--- src/sv/upd_pkg.sv ---
package upd_pkg;

   // Field widths
   localparam int unsigned ByteWidth   = 8;
   localparam int unsigned NibbleWidth = 4;

   // Special characters
   localparam logic [ByteWidth-1:0] ChPercent  = 8'h25;
   localparam logic [ByteWidth-1:0] ChPlus     = 8'h2B;
   localparam logic [ByteWidth-1:0] ChFragment = 8'h23;
   localparam logic [ByteWidth-1:0] ChSpace    = 8'h20;

   // Outcome of a string, reported with every result
   typedef enum logic [1:0] {
      ST_OK         = 2'd0,
      ST_BADHEX     = 2'd1,
      ST_INCOMPLETE = 2'd2,
      ST_FRAGMENT   = 2'd3
   } status_type;

   // One input transaction
   typedef struct packed {
      logic [ByteWidth-1:0] data_byte;
      logic                 last_byte;
   } req_item_type;

   // One result transaction
   typedef struct packed {
      logic [ByteWidth-1:0] out_byte;
      logic                 out_valid;
      status_type           status;
      logic                 end_of_string;
   } rsp_item_type;

   // Hex digit value; bit 4 set means the byte is not a hex digit
   function automatic logic [NibbleWidth:0] hex_value(input logic [ByteWidth-1:0] c);
      logic [NibbleWidth:0] v;
      v = {1'b1, {NibbleWidth{1'b0}}};
      if (c >= 8'h30 && c <= 8'h39) begin
         v = {1'b0, c[NibbleWidth-1:0]};
      end else if ((c >= 8'h41 && c <= 8'h46) || (c >= 8'h61 && c <= 8'h66)) begin
         // 'A'..'F' and 'a'..'f' share the low three bits: 1..6 -> 10..15
         v = {1'b0, 4'd9 + {1'b0, c[2:0]}};
      end
      return v;
   endfunction

endpackage

--- src/sv/upd_in_stage.sv ---
module upd_in_stage
   import upd_pkg::*;
(
   input  logic         clock,
   input  logic         reset,
   input  logic         req_tvalid,
   output logic         req_tready,
   input  req_item_type req_item,
   input  logic         take,
   output logic         item_valid,
   output req_item_type item
);

   logic         valid_ff, valid_in;
   req_item_type item_ff, item_in;

   // Free when empty or when the held item moves on this cycle
   assign req_tready = !valid_ff || take;

   always_comb begin
      valid_in = valid_ff;
      item_in  = item_ff;
      if (req_tready) begin
         valid_in = req_tvalid;
         item_in  = req_item;
      end
   end

   always_ff @(posedge clock) begin
      if (reset) begin
         valid_ff <= 1'b0;
      end else begin
         valid_ff <= valid_in;
      end
      item_ff <= item_in;
   end

   assign item_valid = valid_ff;
   assign item       = item_ff;

endmodule

--- src/sv/upd_decode.sv ---
module upd_decode
   import upd_pkg::*;
(
   input  logic         clock,
   input  logic         reset,
   input  logic         item_valid,
   input  req_item_type item,
   input  logic         out_ready,
   output logic         take,
   output rsp_item_type result
);

   typedef enum logic [1:0] {
      PH_OUTSIDE = 2'd0,
      PH_HIGH    = 2'd1,
      PH_LOW     = 2'd2
   } phase_type;

   phase_type              phase_ff, phase_in;
   logic [NibbleWidth-1:0] nibble_ff, nibble_in;
   status_type             outcome_ff, outcome_in;
   logic [NibbleWidth:0]   hex;

   assign take = item_valid && out_ready;
   assign hex  = hex_value(item.data_byte);

   // Per-byte decode and next escape state
   always_comb begin
      phase_in   = phase_ff;
      nibble_in  = nibble_ff;
      outcome_in = outcome_ff;
      result     = '0;
      if (outcome_ff == ST_OK) begin
         unique case (phase_ff)
            PH_HIGH: begin
               if (hex[NibbleWidth]) begin
                  outcome_in = ST_BADHEX;
                  phase_in   = PH_OUTSIDE;
               end else begin
                  nibble_in = hex[NibbleWidth-1:0];
                  phase_in  = PH_LOW;
               end
            end
            PH_LOW: begin
               if (hex[NibbleWidth]) begin
                  outcome_in = ST_BADHEX;
               end else begin
                  result.out_byte  = {nibble_ff, hex[NibbleWidth-1:0]};
                  result.out_valid = 1'b1;
               end
               phase_in = PH_OUTSIDE;
            end
            default: begin
               // outside an escape, and the unused phase code
               phase_in = PH_OUTSIDE;
               priority if (item.data_byte == ChPercent) begin
                  phase_in  = PH_HIGH;
                  nibble_in = '0;
               end else if (item.data_byte == ChPlus) begin
                  result.out_byte  = ChSpace;
                  result.out_valid = 1'b1;
               end else if (item.data_byte == ChFragment) begin
                  outcome_in = ST_FRAGMENT;
               end else begin
                  result.out_byte  = item.data_byte;
                  result.out_valid = 1'b1;
               end
            end
         endcase
      end

      result.status        = outcome_in;
      result.end_of_string = item.last_byte;
      // End of string: final outcome, then clear for the next one
      if (item.last_byte) begin
         if (outcome_in == ST_OK && phase_in != PH_OUTSIDE) begin
            result.status = ST_INCOMPLETE;
         end
         phase_in   = PH_OUTSIDE;
         nibble_in  = '0;
         outcome_in = ST_OK;
      end
   end

   always_ff @(posedge clock) begin
      if (reset) begin
         phase_ff   <= PH_OUTSIDE;
         nibble_ff  <= '0;
         outcome_ff <= ST_OK;
      end else if (take) begin
         phase_ff   <= phase_in;
         nibble_ff  <= nibble_in;
         outcome_ff <= outcome_in;
      end
   end

   // State is clear after the last byte of a string
   a_clear_at_end: assert property (@(posedge clock) disable iff (reset)
      take && item.last_byte |=> phase_ff == PH_OUTSIDE && outcome_ff == ST_OK)
      else $error("escape state not cleared after end of string");

   // A sticky error or fragment mark drops every following byte
   a_drop_after_stop: assert property (@(posedge clock) disable iff (reset)
      item_valid && outcome_ff != ST_OK |-> !result.out_valid)
      else $error("byte emitted after decoding stopped");

   // A decoded byte always comes with a clean status
   a_byte_ok: assert property (@(posedge clock) disable iff (reset)
      item_valid && result.out_valid |-> result.status == ST_OK)
      else $error("decoded byte with error status");

   // State only moves on a transaction
   a_hold_idle: assert property (@(posedge clock) disable iff (reset)
      !take |=> $stable(phase_ff) && $stable(outcome_ff) && $stable(nibble_ff))
      else $error("escape state changed without a transaction");

endmodule

--- src/sv/upd_out_stage.sv ---
module upd_out_stage
   import upd_pkg::*;
(
   input  logic         clock,
   input  logic         reset,
   input  logic         load,
   input  rsp_item_type result,
   output logic         out_ready,
   output logic         rsp_tvalid,
   input  logic         rsp_tready,
   output rsp_item_type rsp_item
);

   logic         valid_ff, valid_in;
   rsp_item_type item_ff, item_in;

   // Can take a new result when empty or when the held one leaves now
   assign out_ready = !valid_ff || rsp_tready;

   always_comb begin
      valid_in = valid_ff;
      item_in  = item_ff;
      if (out_ready) begin
         valid_in = load;
         item_in  = result;
      end
   end

   always_ff @(posedge clock) begin
      if (reset) begin
         valid_ff <= 1'b0;
      end else begin
         valid_ff <= valid_in;
      end
      item_ff <= item_in;
   end

   assign rsp_tvalid = valid_ff;
   assign rsp_item   = item_ff;

endmodule

--- src/sv/url_percent_decoder_top.sv ---
// Streaming percent-decoder for URL text. One byte of the encoded string is
// taken per transaction on the req_ side, tlast marking the final byte; every
// input byte yields exactly one result transaction on the rsp_ side. The block
// accepts one byte per clock cycle while the receiver keeps rsp_tready high;
// an accepted byte is held in the input register, then passes through the
// decode logic into the result register, from which its result is presented.
// Backpressure on rsp_tready reaches req_tready in the same cycle. The result
// carries the decoded byte (zero and out_valid low when the byte produced
// nothing), the status so far (ok, bad hex digit, incomplete escape at end,
// stopped at fragment mark) and tlast, on which the status is the final
// outcome of the string; after that byte all decode state clears.
module url_percent_decoder_top
   import upd_pkg::*;
(
   input  logic       clock,
   input  logic       reset,
   input  logic       req_tvalid,
   output logic       req_tready,
   input  logic [7:0] req_tdata,   // [7:0] data_byte
   input  logic       req_tlast,   // last_byte
   output logic       rsp_tvalid,
   input  logic       rsp_tready,
   output logic [7:0] rsp_tdata,   // [7:0] out_byte
   output logic [2:0] rsp_tuser,   // [0] out_valid, [2:1] status
   output logic       rsp_tlast    // end_of_string
);

   req_item_type req_item, item;
   rsp_item_type result, rsp_item;
   logic         item_valid, take, out_ready;

   assign req_item.data_byte = req_tdata;
   assign req_item.last_byte = req_tlast;

   // Input register
   upd_in_stage u_in_stage (
      .clock      (clock),
      .reset      (reset),
      .req_tvalid (req_tvalid),
      .req_tready (req_tready),
      .req_item   (req_item),
      .take       (take),
      .item_valid (item_valid),
      .item       (item)
   );

   // Decode logic and escape state
   upd_decode u_decode (
      .clock      (clock),
      .reset      (reset),
      .item_valid (item_valid),
      .item       (item),
      .out_ready  (out_ready),
      .take       (take),
      .result     (result)
   );

   // Result register
   upd_out_stage u_out_stage (
      .clock      (clock),
      .reset      (reset),
      .load       (take),
      .result     (result),
      .out_ready  (out_ready),
      .rsp_tvalid (rsp_tvalid),
      .rsp_tready (rsp_tready),
      .rsp_item   (rsp_item)
   );

   assign rsp_tdata = rsp_item.out_byte;
   assign rsp_tuser = {rsp_item.status, rsp_item.out_valid};
   assign rsp_tlast = rsp_item.end_of_string;

endmodule

--- config.mk ---
export PLATFORM = sky130hd
export DESIGN_NAME = url_percent_decoder_top
export DESIGN_NICKNAME = d
export VERILOG_FILES = /design/src/sv/upd_pkg.sv /design/src/sv/upd_in_stage.sv /design/src/sv/upd_decode.sv /design/src/sv/upd_out_stage.sv /design/src/sv/url_percent_decoder_top.sv
export SDC_FILE = /design/constraint.sdc
export NUM_CORES = 1
export LEC_CHECK = 0
export BUFFER_PORTS_ARGS = -buffer_cell sky130_fd_sc_hd__clkbuf_2
export CORE_ASPECT_RATIO = 1.1
export CORE_MARGIN = 2
export CORE_UTILIZATION = 52
export CTS_CLUSTER_DIAMETER = 100
export DETAILED_ROUTE_END_ITERATION = 6
export PLACE_DENSITY = 0.83
export REMOVE_ABC_BUFFERS = 1
export SETUP_SLACK_MARGIN = 0.5
export SYNTH_ARGS = -nofsm -noshare
export SYNTH_HDL_FRONTEND = slang
export SYNTH_SLANG_ARGS = --single-unit
--- constraint.sdc ---
create_clock -name clock -period 3.98 [get_ports clock]
set_input_delay 0.398 -clock clock [delete_from_list [all_inputs] [get_ports clock]]
set_output_delay 0.398 -clock clock [all_outputs]
set_load 0.05 [all_outputs]
==> Yosys cells after proc, flatten, opt, wreduce, memory -nomap -nowiden <==
Index checks and enable logic that the tools add are counted.
{ "op_classes": {"reduce_logical": 17, "eq_ne": 7, "n_mux": 26, "magnitude_cmp": 6, "addsub": 1} }
{ "op_table": {"columns": ["cell", "n"], "rows": [
  ["9-bit two-way mux", 4],
  ["8-bit by 6-bit == test with 1-bit output (second input constant)", 3],
  ["2-bit two-way mux", 12],
  ["9-bit one-hot mux with 2 select lines", 1],
  ["8-bit by 7-bit >= comparator with 1-bit output (second input constant)", 2],
  ["8-bit by 7-bit less-or-equal comparator with 1-bit output (second input constant)", 2],
  ["4-bit two-way mux", 4],
  ["5-bit two-way mux", 2],
  ["8-bit by 6-bit >= comparator with 1-bit output (second input constant)", 1],
  ["8-bit by 6-bit less-or-equal comparator with 1-bit output (second input constant)", 1],
  ["4-bit one-hot mux with 2 select lines", 1],
  ["1-bit logical AND", 5],
  ["5-bit AND reduction", 1],
  ["4-bit by 3-bit adder with 4-bit output (first input constant)", 1],
  ["2-bit logical NOT", 2],
  ["2-bit one-hot mux with 2 select lines", 1],
  ["2-bit nonzero test", 2],
  ["1-bit logical OR", 3],
  ["3-bit inequality test (second input constant)", 1],
  ["3-bit nonzero test", 1],
  ["2-bit by 1-bit == test with 1-bit output (second input constant)", 1],
  ["2-bit == test (second input constant)", 1],
  ["1-bit logical NOT", 2],
  ["2-bit inequality test (second input constant)", 1],
  ["other kinds (2)", 2]
]} }
{ "totals": {"word_cells": 68, "in_bits": 13, "output_inout_bits": 14, "ff_bits": 31} }

==> Longest topological paths before layout <==
{ "depth": {"depth_word": 12, "mapped_depth": 9} }

==> By module <==
Synthesis repeated with hierarchy kept, for this count alone.
{ "unflattened": {"cells_unflattened": 142, "area_unflattened_um2": 1596.5} }
{ "modules_own_cells": {"columns": ["mod", "seq_area_each_um2", "area_each_um2", "cells_each", "instances"], "rows": [
  ["upd_decode", 160.2, 873.3, 113, 1],
  ["upd_out_stage", 380.4, 406.6, 16, 1],
  ["upd_in_stage", 290.3, 316.6, 13, 1]
]} }

==> Worst setup path after synthesis <==
No wires, ideal clock.
{ "synth_path": {"path_type": "flip-flop to flip-flop", "start": "register u_in_stage.item_ff, in the netlist u_in_stage.item[1]", "end": "register u_out_stage.item_ff, in the netlist u_out_stage.rsp_item[6], data pin", "path_stages_with_launch": 9, "setup_time_ns": 0.255, "path_buffers": 1, "t_required_ns": 3.725, "arrival_ns": 1.861, "path_slack_ns": 1.864, "path_cell_list": "edfxtp_1 > ha_1 > o21bai_2 > a21oi_4 > a41o_2 > and2_1 > buf_4 > a21o_1 > and3_1"} }
{ "synth_between": {"elab_chain_len": 7} }
{ "synth_lines": {"columns": ["element", "line", "rtl"], "rows": [
  ["from (decl)", "upd_in_stage.sv:15", "req_item_type item_ff, item_in;"],
  ["from (signal assigned)", "upd_in_stage.sv:35", "item_ff <= item_in;"],
  ["8-bit by 7-bit >= comparator with 1-bit output or 8-bit by 7-bit less-or-equal comparator with 1-bit output (tied branches)", "upd_pkg.sv:41", "end else if ((c >= 8'h41 && c <= 8'h46) || (c >= 8'h61 && c <= 8'h66)) begin"],
  ["1-bit logical AND", "upd_pkg.sv:41", null],
  ["1-bit logical OR", "upd_pkg.sv:41", null],
  ["5-bit two-way mux", "upd_pkg.sv:41", null],
  ["5-bit two-way mux", "upd_pkg.sv:39", "if (c >= 8'h30 && c <= 8'h39) begin"],
  ["9-bit two-way mux", "upd_decode.sv:45", "if (hex[NibbleWidth]) begin"],
  ["9-bit one-hot mux with 2 select lines (*)", "upd_decode.sv:34", "unique case (phase_ff)"],
  ["to (signal assigned)", "upd_out_stage.sv:35", "item_ff <= item_in;"],
  ["to (decl)", "upd_out_stage.sv:15", "rsp_item_type item_ff, item_in;"]
]} }
Mark *: on every way between the ends. The rest lies on a longest branch, timed or not.
A chain may end at the register's enable or synchronous reset.

==> Worst setup path after layout <==
{ "layout_path": {"start": "register u_in_stage.item_ff, in the netlist u_in_stage.item[2]", "end": "register u_out_stage.item_ff, in the netlist u_out_stage.rsp_item[6], data pin"} }
Same word-level chain as after synthesis.

==> flow_summary.ini <==
[outcome]
status = finished clean

[sta]
fin_worst_skew_ns = 0.0130
worst_slack_ns = 1.71
relSlewSlack_pct = 65.3
hold_viol_final = 0
finalCritPeriodShare_pct = 57.1
slew_viol_final = 0
final.min_clock_period_ns = 2.27
rsz0062_at_grt = no
worstMarginPinSlew_ns = 0.519
setup_tns_ns = 0
setup_violations = 0
max_freq_ghz = 0.440

[setup_path]
critPathBufInv = 1
r2r_end = u_out_stage.rsp_item[6]
cpMaxStageDelayCell = edfxtp_1
critPathKind = flip-flop to flip-flop
r2r_setup_slack_ns = 1.71
cp_data_arrival_time_ns = 2.36
reg2reg_from = u_in_stage.item[2]
worstPathCellList = inv_1 > ha_1 > o21bai_2 > a21oi_4 > a41o_2 > and2_1 > a21o_1 > and3_1
cp-start-kind = flip-flop
crit_family = compound AO/OA/AOI/OAI gates
path_max_fanout = 8
reg2reg_depth = 8
cp_data_required_time_ns = 4.07
end_kind = flip-flop
max_stage_delay_ns = 0.46

[synthesis]
syn_area_per_cell_um2 = 10.9
synth-simple-area-share_pct = 18.8
syn_inst = 148
ys_warn_count = 0
synth_xor_area_share_pct = 0.544
synth_ff_type = edfxtp_1
synth-edff-count = 21
synth_top_family_by_area = simple AND/OR/NAND/NOR gates
synth.distinct_cells = 43
synth-seq-area-share_pct = 51.6
synth_fa_ha_area_share_pct = 4.67
syn_area_um2 = 1610
synth_compound_area_share_pct = 17.2
ys_async_sr_fraction_pct = 0
synth_seq_cells = 31
synth_mux_area_share_pct = 4.04

[power]
p_leak_nw = 0.729
ir_drop_mv = 0.346
powerDensity_nw_per_um2 = 351

[hold_path]
min_from = req_tdata[0]
min_to = u_in_stage.item[1]
min_path_type = input pin to flip-flop
hold_depth = 1

[global_route]
grt_usage_pct = 18.7
grt_start_max_net_pins = 15
grt_pass1_wl_mm = 5.19
antenna_found_initial = 0
grt_pass1_vias = 1167
overflow = 0

[die]
fp.dieW_um = 57.0
std_cell_rows = 21
coreArea_um2 = 3000
io_pins = 27
die_area_um2 = 3560
start_util_pct = 53.7
die_y_um = 62.3

[route]
drtIter0Drc = 57
routed_wl_mm = 2.97
num_vias = 1236
drc = 0
antenna_left = 0
vias_per_cell = 5.86
dr.pass1.iters = 4
wl_per_cell_um = 14.1

[place]
dp_hpwl_mm = 2.28
io_buffer_count = 26
place_ws_ns = 1.73
dp_cells = 203
gp_congestion = 0.921

[layout]
drive_gt1_share_pct = 25.4
finalNonFillerCells = 211
nets = 195
area_growth_pct = 13.0
antennaDiodeCount = 0

[clocking]
hold_buffers = 0
cts_tree = built
clk_latency_ns = 0.33
clockBufferDepth = 2
cts_sinks = 31
clkTransAtPathRegs_ns = 0.09
root_buffer = clkbuf_4
cts_resized = 0
post-cts-setup-buffers = 0
numCtsBuffers = 5
cts_max_level = 2

[flow_run]
drv_cap = 0
-- through the flow --
step | power [W] | area (um^2) | util (%) | hold slack [ns]
3_5_place_dp | 0.000460 | 1760 | 58.7 | 0.467
4_1_cts | 0.000645 | 1820 | 60.7 | 0.243
2_1_floorplan | 0.000437 | 1590 | - | 0.448
6_report | 0.000638 | 1820 | 60.7 | 0.249
3_3_place_gp | 0.000457 | 1760 | 58.7 | 0.463
5_1_grt | 0.000666 | 1820 | 60.7 | 0.235
-- cells in the mapped netlist (2+ instances only) --
cell | number | area, um^2
o21ai_0 | 2 | 10.0
mux2i_1 | 2 | 20.0
and2_1 | 2 | 12.5
mux2_4 | 3 | 45.0
a22oi_1 | 6 | 45.0
nand2_1 | 12 | 45.0
nor2_1 | 24 | 90.1
nand4_1 | 2 | 12.5
o211ai_1 | 3 | 22.5
o22ai_1 | 2 | 12.5
a21oi_4 | 2 | 32.5
edfxtp_1 | 21 | 631
clkbuf_1 | 3 | 11.3
dfxtp_1 | 10 | 200
ha_1 | 6 | 75.1
nor2b_1 | 7 | 43.8
nand3_1 | 2 | 10.0
a32o_1 | 2 | 20.0
a32oi_1 | 2 | 17.5
inv_1 | 7 | 26.3
a21oi_1 | 6 | 30.0
-- how the worst max path moves through the flow --
stage	end	startpoint	slack, ns	cells after the start
4_1_cts	u_out_stage.rsp_item[6]	u_in_stage.item[2]	1.73	8
3_3_place_gp	u_out_stage.rsp_item[6]	u_in_stage.item[1]	1.83	7
2_1_floorplan	u_out_stage.rsp_item[2]	u_in_stage.item[1]	1.92	7
6_report	u_out_stage.rsp_item[6]	u_in_stage.item[2]	1.71	8
5_1_grt	u_out_stage.rsp_item[6]	u_in_stage.item[2]	1.61	8
3_5_place_dp	u_out_stage.rsp_item[6]	u_in_stage.item[2]	1.73	8
-- logic make-up after synthesis --
kind of cell | after synthesis
multiplexers | 5
AO/OA/AOI/OAI | 35
XOR/XNOR | 1
flip-flops | 31
buffers and inverters | 12
adder cells (fa/ha/maj) | 6
AND/OR/NAND/NOR | 58
-- registers in the layout (all words and copies together), names as in the netlist --
name,count
u_decode.phase_ff,2
u_decode.outcome_ff,2
u_in_stage.item_valid,1
u_out_stage.rsp_item,12
u_in_stage.item,9
u_decode.nibble_ff,4
u_out_stage.rsp_tvalid,1
-- area by class of cell --
cell class / count / area (um^2)
inverter: 7 / 26.3
fill: 247 / 1180
tap: 34 / 42.5
clock buffer: 7 / 55.1
timing repair buffer: 26 / 130
sequential: 31 / 831
clock inverter: 1 / 5.00
multi-input combinational: 105 / 728
-- metal layers --
| metal | track usage [%] | routed length [um] | vias to the layer above |
|---|---|---|---|
| met1 | 23.6 | 1170 | 568 |
| met4 | 6.69 | 63 | 0 |
| li1 | - | - | 593 |
| met2 | 29.9 | 1480 | 66 |
| met5 | 0 | 0 | - |
| met3 | 6.25 | 261 | 9 |
-- report_power, final --
| part | total (W) | switching [W] | internal [W] |
|---|---|---|---|
| sequential | 0.000371 | 0.0000127 | 0.000359 |
| clock | 0.000185 | 0.0000997 | 0.0000854 |
| combinational | 0.0000814 | 0.0000560 | 0.0000255 |
| total | 0.000638 | 0.000168 | 0.000469 |
-- cell usage in the layout (no fill, tap or decap), types with 3 or more instances in the layout --
cell type,instances
inv_1,7
nand2_1,12
nor2_1,24
clkbuf_2,26
a21oi_1,6
mux2_4,3
o211ai_1,3
clkbuf_4,5
ha_1,6
dfxtp_1,10
a22oi_1,6
nor2b_1,7
edfxtp_1,21
No activity file was read; power rests on OpenSTA's default activity.
